===== config.mk =====
export PLATFORM = sky130hd
export DESIGN_NAME = bounded_double_ended_queue_unit_flat
export DESIGN_NICKNAME = d
export VERILOG_FILES = /design/src/hdl/bdeq_pkg.sv /design/src/hdl/bdeq_cmd_if.sv /design/src/hdl/bdeq_res_if.sv /design/src/hdl/bdeq_cfg_if.sv /design/src/hdl/bounded_double_ended_queue_unit.sv /design/src/hdl/bdeq_cell.sv /design/src/hdl/bdeq_chain.sv /design/src/flat_wrapper.sv
export SDC_FILE = /design/constraint.sdc
export NUM_CORES = 1
export LEC_CHECK = 0
export BUFFER_PORTS_ARGS = -buffer_cell sky130_fd_sc_hd__buf_4
export CELL_PAD_IN_SITES_DETAIL_PLACEMENT = 0
export CELL_PAD_IN_SITES_GLOBAL_PLACEMENT = 2
export CORE_ASPECT_RATIO = 0.7
export CORE_MARGIN = 2
export CORE_UTILIZATION = 40
export CTS_CLUSTER_DIAMETER = 200
export DETAILED_ROUTE_END_ITERATION = 8
export GPL_TIMING_DRIVEN = 0
export HOLD_SLACK_MARGIN = 0.1
export PLACE_DENSITY_LB_ADDON = 0.25
export SKIP_CTS_REPAIR_TIMING = 1
export SLEW_MARGIN = 20
export SYNTH_ARGS = -nofsm -noshare
export SYNTH_HDL_FRONTEND = slang
export SYNTH_HIERARCHICAL = 1
export SYNTH_SLANG_ARGS = --single-unit

===== constraint.sdc =====
create_clock -name clk -period 6.9 [get_ports clk]
set_clock_uncertainty 0.1 [all_clocks]
set_input_delay 0.345 -clock clk [delete_from_list [all_inputs] [get_ports clk]]
set_output_delay 0.345 -clock clk [all_outputs]
set_load 0.02 [all_outputs]

===== src/hdl/bdeq_pkg.sv =====
// ----------------------------------------------------------------------------
// bdeq_pkg
// shared types and constants for the bounded double-ended queue
// ----------------------------------------------------------------------------
`default_nettype none

package bdeq_pkg;

	localparam int DATA_W  = 32;
	localparam int CMD_W   = 3;
	localparam int LIMIT_W = 5;
	localparam int COUNT_W = 5;

	localparam logic [LIMIT_W-1:0] LIMIT_RESET = 5'd16;

	// command codes carried by a transaction
	typedef enum logic [CMD_W-1:0] {
		CMD_PUSH_FRONT = 3'd0,
		CMD_PUSH_BACK  = 3'd1,
		CMD_POP_FRONT  = 3'd2,
		CMD_POP_BACK   = 3'd3,
		CMD_QUERY      = 3'd4
	} cmd_t;

	// operation applied to every cell of one chain in a cycle
	typedef enum logic [2:0] {
		OP_HOLD,
		OP_SHIFT_IN,
		OP_SHIFT_OUT,
		OP_APPEND,
		OP_TRIM
	} chain_op_t;

	typedef struct packed {
		chain_op_t                op;
		logic signed [DATA_W-1:0] word;
	} cell_ctl_t;

endpackage

`default_nettype wire


===== src/hdl/bdeq_cmd_if.sv =====
// ----------------------------------------------------------------------------
// bdeq_cmd_if
// command channel: valid/ready with command code and data word
// ----------------------------------------------------------------------------
`default_nettype none

interface bdeq_cmd_if
	import bdeq_pkg::*;
();
	logic                     valid;
	logic                     ready;
	logic [CMD_W-1:0]         cmd;
	logic signed [DATA_W-1:0] data_word;

	modport source (output valid, output cmd, output data_word, input ready);
	modport sink   (input valid, input cmd, input data_word, output ready);
endinterface

`default_nettype wire


===== src/hdl/bdeq_res_if.sv =====
// ----------------------------------------------------------------------------
// bdeq_res_if
// result channel: valid/ready with status and end values
// ----------------------------------------------------------------------------
`default_nettype none

interface bdeq_res_if
	import bdeq_pkg::*;
();
	logic                     valid;
	logic                     ready;
	logic                     accepted;
	logic signed [DATA_W-1:0] front_value;
	logic signed [DATA_W-1:0] back_value;
	logic [COUNT_W-1:0]       entry_count;
	logic                     is_empty;
	logic                     is_full;

	modport source (
		output valid, output accepted, output front_value, output back_value,
		output entry_count, output is_empty, output is_full, input ready
	);
	modport sink (
		input valid, input accepted, input front_value, input back_value,
		input entry_count, input is_empty, input is_full, output ready
	);
endinterface

`default_nettype wire


===== src/hdl/bdeq_cfg_if.sv =====
// ----------------------------------------------------------------------------
// bdeq_cfg_if
// configuration write channel for the capacity limit
// ----------------------------------------------------------------------------
`default_nettype none

interface bdeq_cfg_if
	import bdeq_pkg::*;
();
	logic               valid;
	logic               ready;
	logic [LIMIT_W-1:0] capacity_limit;

	modport source (output valid, output capacity_limit, input ready);
	modport sink   (input valid, input capacity_limit, output ready);
endinterface

`default_nettype wire


===== src/hdl/bounded_double_ended_queue_unit.sv =====
// ----------------------------------------------------------------------------
// bounded_double_ended_queue_unit
// bounded deque of signed 32-bit words built from two rows of cells
// ----------------------------------------------------------------------------
//
//  channel   | dir | payload                                     | handshake
//  ----------+-----+---------------------------------------------+----------
//  cmd_in    | in  | cmd, data_word                              | valid/ready
//  res_out   | out | accepted, front/back value, count, flags    | valid/ready
//  cfg       | in  | capacity_limit                              | valid/ready
//
//  one transaction per cycle while results are taken; the result sits in
//  the output register in the cycle after the command is taken
//  the cell rows update in the same edge, so front and back read from
//  the head cell of each row
//  arst_n clears the count, cell valid bits and result valid; the limit
//  returns to 16; stored words need no clearing
//  a stalled result holds the command channel only while the output
//  register is full and not being taken
// ----------------------------------------------------------------------------
`default_nettype none

module bounded_double_ended_queue_unit
	import bdeq_pkg::*;
#(
	parameter int DEPTH = 16
) (
	input  wire logic  clk,
	input  wire logic  arst_n,
	bdeq_cmd_if.sink   cmd_in,
	bdeq_res_if.source res_out,
	bdeq_cfg_if.sink   cfg
);
	// count width holds DEPTH itself; compare width covers the limit too
	localparam int CW = $clog2(DEPTH + 1);
	localparam int LW = (CW > LIMIT_W) ? CW : LIMIT_W;

	// configuration register, always ready
	logic [LIMIT_W-1:0] limit_q;

	assign cfg.ready = 1'b1;

	always_ff @(posedge clk or negedge arst_n) begin
		if (!arst_n) begin
			limit_q <= LIMIT_RESET;
		end else if (cfg.valid) begin
			limit_q <= cfg.capacity_limit;
		end
	end

	// occupancy and flags before the step
	logic [CW-1:0] count_q;
	logic [CW-1:0] count_d;
	logic [LW-1:0] eff_limit;
	logic          full_now;
	logic          empty_now;
	logic          full_next;
	logic          empty_next;

	always_comb begin
		if (LW'(limit_q) > LW'(DEPTH)) begin
			eff_limit = LW'(DEPTH);
		end else begin
			eff_limit = LW'(limit_q);
		end
	end

	assign full_now  = LW'(count_q) >= eff_limit;
	assign empty_now = (count_q == '0);

	// handshake: output register frees up when taken
	logic take;
	logic res_valid_q;

	assign cmd_in.ready = !res_valid_q || res_out.ready;
	assign take         = cmd_in.valid && cmd_in.ready;

	// command decode, one row op per chain
	cell_ctl_t front_ctl;
	cell_ctl_t back_ctl;
	logic      ok;

	always_comb begin
		front_ctl.op   = OP_HOLD;
		back_ctl.op    = OP_HOLD;
		front_ctl.word = cmd_in.data_word;
		back_ctl.word  = cmd_in.data_word;
		count_d        = count_q;
		ok             = 1'b0;
		case (cmd_in.cmd)
			CMD_PUSH_FRONT: begin
				if (!full_now) begin
					ok           = 1'b1;
					front_ctl.op = OP_SHIFT_IN;
					back_ctl.op  = OP_APPEND;
					count_d      = count_q + CW'(1);
				end
			end
			CMD_PUSH_BACK: begin
				if (!full_now) begin
					ok           = 1'b1;
					front_ctl.op = OP_APPEND;
					back_ctl.op  = OP_SHIFT_IN;
					count_d      = count_q + CW'(1);
				end
			end
			CMD_POP_FRONT: begin
				if (!empty_now) begin
					ok           = 1'b1;
					front_ctl.op = OP_SHIFT_OUT;
					back_ctl.op  = OP_TRIM;
					count_d      = count_q - CW'(1);
				end
			end
			CMD_POP_BACK: begin
				if (!empty_now) begin
					ok           = 1'b1;
					front_ctl.op = OP_TRIM;
					back_ctl.op  = OP_SHIFT_OUT;
					count_d      = count_q - CW'(1);
				end
			end
			CMD_QUERY: begin
				ok = 1'b1;
			end
			// unused codes read back like a query but report refusal
			default: begin
				ok = 1'b0;
			end
		endcase
		// nothing moves unless the transaction is taken
		if (!take) begin
			front_ctl.op = OP_HOLD;
			back_ctl.op  = OP_HOLD;
			count_d      = count_q;
		end
	end

	assign empty_next = (count_d == '0);
	assign full_next  = LW'(count_d) >= eff_limit;

	// front row keeps the front at cell 0, back row keeps the back at cell 0
	logic signed [DATA_W-1:0] front_d;
	logic signed [DATA_W-1:0] back_d;
	logic                     front_head_valid;
	logic                     back_head_valid;

	bdeq_chain #(
		.DEPTH (DEPTH)
	) u_front_chain (
		.clk          (clk),
		.arst_n       (arst_n),
		.ctl          (front_ctl),
		.head_data_d  (front_d),
		.head_valid_q (front_head_valid)
	);

	bdeq_chain #(
		.DEPTH (DEPTH)
	) u_back_chain (
		.clk          (clk),
		.arst_n       (arst_n),
		.ctl          (back_ctl),
		.head_data_d  (back_d),
		.head_valid_q (back_head_valid)
	);

	always_ff @(posedge clk or negedge arst_n) begin
		if (!arst_n) begin
			count_q <= '0;
		end else begin
			count_q <= count_d;
		end
	end

	// result register
	logic                     res_ok_q;
	logic signed [DATA_W-1:0] res_front_q;
	logic signed [DATA_W-1:0] res_back_q;
	logic [COUNT_W-1:0]       res_count_q;
	logic                     res_empty_q;
	logic                     res_full_q;

	always_ff @(posedge clk or negedge arst_n) begin
		if (!arst_n) begin
			res_valid_q <= 1'b0;
		end else if (take) begin
			res_valid_q <= 1'b1;
		end else if (res_out.ready) begin
			res_valid_q <= 1'b0;
		end
	end

	always_ff @(posedge clk) begin
		if (take) begin
			res_ok_q    <= ok;
			res_front_q <= empty_next ? '0 : front_d;
			res_back_q  <= empty_next ? '0 : back_d;
			res_count_q <= COUNT_W'(count_d);
			res_empty_q <= empty_next;
			res_full_q  <= full_next;
		end
	end

	assign res_out.valid       = res_valid_q;
	assign res_out.accepted    = res_ok_q;
	assign res_out.front_value = res_front_q;
	assign res_out.back_value  = res_back_q;
	assign res_out.entry_count = res_count_q;
	assign res_out.is_empty    = res_empty_q;
	assign res_out.is_full     = res_full_q;

	// checks
	a_count_bound: assert property (@(posedge clk) disable iff (!arst_n)
		LW'(count_q) <= LW'(DEPTH))
		else $error("count exceeds depth");

	a_front_head: assert property (@(posedge clk) disable iff (!arst_n)
		front_head_valid == (count_q != '0))
		else $error("front row head disagrees with count");

	a_rows_agree: assert property (@(posedge clk) disable iff (!arst_n)
		front_head_valid == back_head_valid)
		else $error("front and back rows disagree on occupancy");

	a_push_front: assert property (@(posedge clk) disable iff (!arst_n)
		take && (cmd_in.cmd == CMD_PUSH_FRONT) && !full_now
		|=> res_out.valid && (res_out.front_value == $past(cmd_in.data_word)))
		else $error("pushed word not at front");

endmodule

`default_nettype wire


===== src/hdl/bdeq_cell.sv =====
// ----------------------------------------------------------------------------
// bdeq_cell
// one storage cell of a chain: shifts, appends or trims by neighbor state
// ----------------------------------------------------------------------------
`default_nettype none

module bdeq_cell
	import bdeq_pkg::*;
(
	input  wire logic                     clk,
	input  wire logic                     arst_n,
	input  wire cell_ctl_t                ctl,
	input  wire logic signed [DATA_W-1:0] left_data,
	input  wire logic                     left_valid,
	input  wire logic signed [DATA_W-1:0] right_data,
	input  wire logic                     right_valid,
	output logic signed [DATA_W-1:0]      data_q,
	output logic                          valid_q,
	output logic signed [DATA_W-1:0]      data_d
);
	logic valid_d;

	always_comb begin
		data_d  = data_q;
		valid_d = valid_q;
		case (ctl.op)
			OP_SHIFT_IN: begin
				data_d  = left_data;
				valid_d = left_valid;
			end
			OP_SHIFT_OUT: begin
				data_d  = right_data;
				valid_d = right_valid;
			end
			// first empty cell behind the occupied run takes the word
			OP_APPEND: begin
				if (!valid_q && left_valid) begin
					data_d  = ctl.word;
					valid_d = 1'b1;
				end
			end
			// last occupied cell drops out
			OP_TRIM: begin
				if (valid_q && !right_valid) begin
					valid_d = 1'b0;
				end
			end
			default: begin
			end
		endcase
	end

	always_ff @(posedge clk or negedge arst_n) begin
		if (!arst_n) begin
			valid_q <= 1'b0;
		end else begin
			valid_q <= valid_d;
		end
	end

	always_ff @(posedge clk) begin
		data_q <= data_d;
	end

endmodule

`default_nettype wire


===== src/hdl/bdeq_chain.sv =====
// ----------------------------------------------------------------------------
// bdeq_chain
// row of cells holding the queue in order, cell 0 at the chain's own end
// ----------------------------------------------------------------------------
`default_nettype none

module bdeq_chain
	import bdeq_pkg::*;
#(
	parameter int DEPTH = 16
) (
	input  wire logic                     clk,
	input  wire logic                     arst_n,
	input  wire cell_ctl_t                ctl,
	output logic signed [DATA_W-1:0]      head_data_d,
	output logic                          head_valid_q
);
	logic signed [DATA_W-1:0] data_q [DEPTH];
	logic signed [DATA_W-1:0] data_d [DEPTH];
	logic                     valid_q [DEPTH];

	for (genvar i = 0; i < DEPTH; i++) begin : g_cell
		logic signed [DATA_W-1:0] l_data;
		logic                     l_valid;
		logic signed [DATA_W-1:0] r_data;
		logic                     r_valid;

		// cell 0 sees the incoming word as an always-occupied left neighbor
		if (i == 0) begin : g_first
			assign l_data  = ctl.word;
			assign l_valid = 1'b1;
		end else begin : g_mid
			assign l_data  = data_q[i-1];
			assign l_valid = valid_q[i-1];
		end

		if (i == DEPTH-1) begin : g_last
			assign r_data  = '0;
			assign r_valid = 1'b0;
		end else begin : g_inner
			assign r_data  = data_q[i+1];
			assign r_valid = valid_q[i+1];
		end

		bdeq_cell u_cell (
			.clk         (clk),
			.arst_n      (arst_n),
			.ctl         (ctl),
			.left_data   (l_data),
			.left_valid  (l_valid),
			.right_data  (r_data),
			.right_valid (r_valid),
			.data_q      (data_q[i]),
			.valid_q     (valid_q[i]),
			.data_d      (data_d[i])
		);
	end

	assign head_data_d  = data_d[0];
	assign head_valid_q = valid_q[0];

endmodule

`default_nettype wire


===== src/flat_wrapper.sv =====
// flat-port wrapper written by rule: the top's interface ports become plain ports
module bounded_double_ended_queue_unit_flat import bdeq_pkg::*;
#(
	parameter int DEPTH = 16
)
  (clk, arst_n, cmd_in_valid, cmd_in_cmd, cmd_in_data_word, cmd_in_ready, res_out_valid, res_out_accepted, res_out_front_value, res_out_back_value, res_out_entry_count, res_out_is_empty, res_out_is_full, res_out_ready, cfg_valid, cfg_capacity_limit, cfg_ready);
  bdeq_cmd_if cmd_in_i ();
  bdeq_res_if res_out_i ();
  bdeq_cfg_if cfg_i ();
  input  wire logic clk;
  input  wire logic arst_n;
  input wire logic [$bits(cmd_in_i.valid)-1:0] cmd_in_valid;
  input wire logic [$bits(cmd_in_i.cmd)-1:0] cmd_in_cmd;
  input wire logic [$bits(cmd_in_i.data_word)-1:0] cmd_in_data_word;
  output wire logic [$bits(cmd_in_i.ready)-1:0] cmd_in_ready;
  output wire logic [$bits(res_out_i.valid)-1:0] res_out_valid;
  output wire logic [$bits(res_out_i.accepted)-1:0] res_out_accepted;
  output wire logic [$bits(res_out_i.front_value)-1:0] res_out_front_value;
  output wire logic [$bits(res_out_i.back_value)-1:0] res_out_back_value;
  output wire logic [$bits(res_out_i.entry_count)-1:0] res_out_entry_count;
  output wire logic [$bits(res_out_i.is_empty)-1:0] res_out_is_empty;
  output wire logic [$bits(res_out_i.is_full)-1:0] res_out_is_full;
  input wire logic [$bits(res_out_i.ready)-1:0] res_out_ready;
  input wire logic [$bits(cfg_i.valid)-1:0] cfg_valid;
  input wire logic [$bits(cfg_i.capacity_limit)-1:0] cfg_capacity_limit;
  output wire logic [$bits(cfg_i.ready)-1:0] cfg_ready;
  assign cmd_in_i.valid = cmd_in_valid;
  assign cmd_in_i.cmd = cmd_in_cmd;
  assign cmd_in_i.data_word = cmd_in_data_word;
  assign cmd_in_ready = cmd_in_i.ready;
  assign res_out_valid = res_out_i.valid;
  assign res_out_accepted = res_out_i.accepted;
  assign res_out_front_value = res_out_i.front_value;
  assign res_out_back_value = res_out_i.back_value;
  assign res_out_entry_count = res_out_i.entry_count;
  assign res_out_is_empty = res_out_i.is_empty;
  assign res_out_is_full = res_out_i.is_full;
  assign res_out_i.ready = res_out_ready;
  assign cfg_i.valid = cfg_valid;
  assign cfg_i.capacity_limit = cfg_capacity_limit;
  assign cfg_ready = cfg_i.ready;
  bounded_double_ended_queue_unit #(.DEPTH(DEPTH)) u_core (.clk(clk), .arst_n(arst_n), .cmd_in(cmd_in_i), .res_out(res_out_i), .cfg(cfg_i));
endmodule

* Word-level counts from Yosys, hierarchy flattened *
Index checks and enable logic that the tools add are counted.

word-level totals
  bits in registers = 1139
  output and inout bits = 75
  logic and storage cells = 467

operators by class
  $add $sub $neg = 2
  magnitude comparators = 3
  equal/unequal tests = 72
  muxes and demuxes = 174
  reductions and logical operators = 143

operator list
  kind                   number
  $pmux W32 S3           32
  $mux W32               32
  $ne A2 B1 Y1 const B   60
  $pmux W1 S4            28
  $reduce_and A3 Y1      28
  $reduce_and A2 Y1      34
  $mux W1                65
  $logic_and A1 B1 Y1    31
  $logic_not A1 Y1       31
  $pmux W3 S4            2
  $mux W5                4
  $eq A3 B2 Y1 const B   6
  $reduce_bool A3 Y1     6
  $pmux W1 S3            5
  $reduce_or A2 Y1       6
  $ge A5 B5 Y1           2
  $logic_not A5 Y1       2
  $pmux W5 S2            1
  $eq A3 B1 Y1 const B   3
  $eq A3 B3 Y1 const B   3
  $mux W3                3
  $reduce_bool A4 Y1     2
  $add A5 B1 Y5 const B  1
  $gt A5 B5 Y1 const B   1
  other kinds (5)        6

* Depth between registers and ports, before layout *
  word-level depth = 10
  gate-level depth with buffers = 17
  gate-level depth less buffers = 15

* Hierarchy *
Netlist, hierarchy kept.

modules (own cells, without submodules)
  module                           times used  cells each  area each (sq um)  sequential area each (sq um)
  bdeq_cell                        32          203         1855.5             665.6
  bounded_double_ended_queue_unit  1           346         3993.8             2438.6
  bdeq_chain                       2           2           7.5                0.0

* Least setup slack after synthesis *
OpenSTA, ideal clock, no wires.

  path type = reg2reg
  start point = reg u_core.res_valid_q, in the netlist u_core/res_out.valid
  end point = reg u_core.res_back_q[4], in the netlist u_core/res_out.back_value[4], data pin
  library setup time = 274 ps
  arrival = 5983 ps
  data required time = 6526 ps
  slack = 543 ps
  stages on the path, launching flop included = 15
  cell sequence = dfrtp_1 > nor2b_2 > inv_2 > and2_0 > buf_2 > nand2_1 > nor2_1 > buf_6 > o21bai_4 > a31o_4 > buf_6 > a22oi_2 > o21ai_1 > inv_1 > a31oi_1

RTL lines
  item                    RTL line                                RTL
  start, declared         bounded_double_ended_queue_unit.sv:73   logic res_valid_q;
  start signal, assigned  bounded_double_ended_queue_unit.sv:186  res_valid_q <= 1'b0;
  start signal, assigned  bounded_double_ended_queue_unit.sv:188  res_valid_q <= 1'b1;
  start signal, assigned  bounded_double_ended_queue_unit.sv:190  res_valid_q <= 1'b0;
  end signal, assigned    bounded_double_ended_queue_unit.sv:198  res_back_q <= empty_next ? '0 : back_d;
  end, declared           bounded_double_ended_queue_unit.sv:179  logic signed [DATA_W-1:0] res_back_q;

==> results.yml <==
run_status:
  outcome: "finished, final reports clean"
worst_setup_path:
  arrival_ns: 4.97
  path_buf_inv: 4
  worst_ep_required_time_ns: 7.42
  worstReg2RegStart: "u_core/limit_q[4]$_DFFE_PN1P_"
  cp_cell_sequence: "inv_1 -> nand2_1 -> ha_1 -> a21oi_1 -> o21a_1 -> o21ai_1 -> o22a_1 -> nor2_2 -> buf_4 -> nor2b_2 -> buf_2 -> a22oi_1 -> o21ai_1 -> inv_1 -> a31oi_1"
  cp_max_fo: 10
  path_delay_family: "compound AO/OA/AOI/OAI gates"
  r2r_cells: 15
  crit_slowest_cell: "o21ai_1"
  start_kind: "flip-flop"
  r2r_slack_ns: 2.45
  max_stage_delay_ns: 0.77
  crit_type: "flip-flop to flip-flop"
  cp-end-kind: "flip-flop"
  r2r_end: "u_core/res_out.front_value[31]$_SDFFCE_PP0P_"
floorplanning:
  core_mm2: 0.158
  start_util_pct: 40.2
  dieArea_mm2: 0.162
  num_rows: 122
  ioPinCount: 120
  dieWidth_um: 480
  die_h_um: 337
synth:
  synthTopCellsByArea: "dfxtp_1 (32%), a22oi_1 (13%), o21ai_1 (8.1%)"
  synth_xor_area_share_pct: 0.0138
  synthArstFlopShare_pct: 3.78
  synth_mux_area_share_pct: 0.105
  ys_dominant_reg_cell: "dfxtp_1"
  synth_common_cells: "a22oi_1 (1088), o21ai_1 (1027), dfxtp_1 (1024), nand2b_1 (355), o22a_1 (353)"
  synth_area_leader_cell: "dfxtp_1"
  synth_seq_cells: 1139
  synth_compound_area_share_pct: 43.5
  synth-simple-area-share_pct: 8.83
  synth.most_common_cell: "a22oi_1"
  yosysWarnings: 6
  yosysTopAreaCellShare_pct: 32.3
  syn_avg_cell_area_um2: 9.26
  synthDistinctLibCells: 61
  yosysSeqAreaShare_pct: 37.5
  synth_edf_count: 72
  synthAdderAreaFrac_pct: 0.233
  syn_inst: 6846
  syn_area_mm2: 0.0634
  synth_top_family_by_area: "compound AO/OA/AOI/OAI gates"
clocking:
  cts_tree: "done"
  cts_buffers: 120
  clockRootBuffer: "clkbuf_16"
  clock-sinks: 1139
  clock_path_buffers: 3
  h-tree-depth: 3
  path_clk_slew_ns: 0.06
  insertion_delay_ns: 0.78
global_routing:
  grtUsageTotal_pct: 25.1
  antenna_found_initial: 7
  grt_max_degree: 44
  grt_pass1_vias: 56400
  grt_pass1_wl_um: 326000
  grt.overflow.total: 0
timing:
  whs_ns: 0.0867
  period_needed_ns: 4.45
  hold_viol: 0
  worst_slew_margin_rel_pct: 36.4
  fmax_mhz: 225
  timing.final.crit_share_pct: 64.4
  setup_viol: 0
  slew_violations: 0
  worstMarginPinSlew_ns: 0.948
  tns_ns: 0
  rsz0062_at_grt: "false"
pwr:
  p_leak_uw: 0.0259
  pwr_density_cell_mw_per_mm2: 368
  switching_power_uw: 9670
  vdd_ir_drop_max_v: 0.000228
  seq_power_share_pct: 43.8
  p_sw_share_pct: 36.7
  comb_power_share_pct: 30.5
  clock_power_share_pct: 25.7
  p_int_uw: 16700
finish:
  final_cells: 9398
  syn_to_final_growth_pct: 13.1
  fin_nets: 7246
  drive_gt1_share_pct: 21.1
flow_run:
  cap_violations: 0
drt:
  first_iter_violations: 5407
  avgViaCountPerCell: 6.03
  wl_um: 212000
  drtPass1Iterations: 6
  drc: 0
  vias: 56700
  final_antenna_net_count: 0
  post_drt_wl_per_cell_um: 22.6
placement:
  dpl.hpwl_um: 153000
  gp_congestion: 0.867
  io_buffers: 117
  dp.cells: 9147
min_path:
  hold_path_class: "input port to async pin"
==> flip-flops by register name (all words and copies together) (netlist names) <==
name / cells
u_core/count_q: 5
u_core/res_out.is_empty: 1
u_core/u_front_chain/g_cell.u_cell/data_q: 512
u_core/u_back_chain/g_cell.u_cell/valid_q: 16
u_core/res_out.valid: 1
u_core/limit_q: 5
u_core/res_out.front_value: 32
u_core/res_out.entry_count: 5
u_core/res_out.back_value: 32
u_core/u_back_chain/g_cell.u_cell/data_q: 512
u_core/res_out.accepted: 1
u_core/u_front_chain/g_cell.u_cell/valid_q: 16
u_core/res_out.is_full: 1
==> placed cells by master, fill, tap and decap left out, drive strengths merged, types with 42 or more instances in the layout <==
cell type,n
a31oi,64
inv,74
edfxtp,72
clkinv,350
nor2,329
a22o,320
o22a,353
conb,73
o21ai,1033
buf,717
nand2,45
dfrtp,42
nand2b,387
clkbuf,285
a21oi,362
dfxtp,1024
a22oi,1408
==> per-layer routing <==
metal | track usage (%) | part of all wire [%]
met1 | 36.2 | 48
met2 | 38.7 | 45
met5 | 0 | 0
met4 | 7.15 | 2.2
met3 | 3.68 | 5.6
==> how the worst max path moves through the flow <==
stage                                                    to                             start  slack [ns]  depth (start not counted)
2_1_floorplan    u_core/res_out.back_value[4]$_SDFFCE_PP0P_  u_core/res_out.valid$_DFFE_PN0P_        0.54                         14
4_1_cts        u_core/res_out.front_value[31]$_SDFFCE_PP0P_     u_core/limit_q[4]$_DFFE_PN1P_        2.55                         15
3_5_place_dp   u_core/res_out.front_value[31]$_SDFFCE_PP0P_     u_core/limit_q[4]$_DFFE_PN1P_        2.56                         15
6_report       u_core/res_out.front_value[31]$_SDFFCE_PP0P_     u_core/limit_q[4]$_DFFE_PN1P_        2.45                         15
3_3_place_gp   u_core/res_out.front_value[31]$_SDFFCE_PP0P_  u_core/res_out.valid$_DFFE_PN0P_       -4.04                         13
5_1_grt        u_core/res_out.front_value[31]$_SDFFCE_PP0P_     u_core/limit_q[4]$_DFFE_PN1P_        2.18                         15
==> stage by stage <==
stage | setup slack [ns] | utilization, % | area (um^2) | power (uW)
5_1_grt | 2.18 | 45.5 | 71700 | 27900
4_1_cts | 2.55 | 45.3 | 71400 | 26500
3_5_place_dp | 2.56 | 42.7 | 67300 | 19700
2_1_floorplan | 0.543 | - | 63600 | 16900
3_3_place_gp | -4.04 | 42.6 | 67200 | 19400
6_report | 2.45 | 45.5 | 71700 | 26400
==> cell families after synthesis <==
family	Yosys count
buffers and inverters	1089
and+or+nand+nor	912
xor gates and xnor gates	1
adders and majority gates	12
muxes	6
AOI/OAI and AO/OA	3682
DFF	1139
other	5
==> power by group through the flow <==
stage	clock, uW	combinational [uW]	sequential [uW]
after global routing	7230	8870	11800
after CTS	6970	7960	11600
after floorplan	0	6010	10900
after detailed placement	0	7940	11700
final	6770	8050	11600
after global placement	0	7740	11700
==> layout make-up <==
cell class	count	area, um^2
antenna	3	7.51
buffer	697	4770
clock buffer	180	3610
clock inverter	39	458
fill	15300	86000
inverter	392	1470
multi-input combinational	4686	33700
sequential	1139	23700
tap	2108	2640
timing repair buffer	154	1330
No activity file was read; power rests on OpenSTA's default activity.
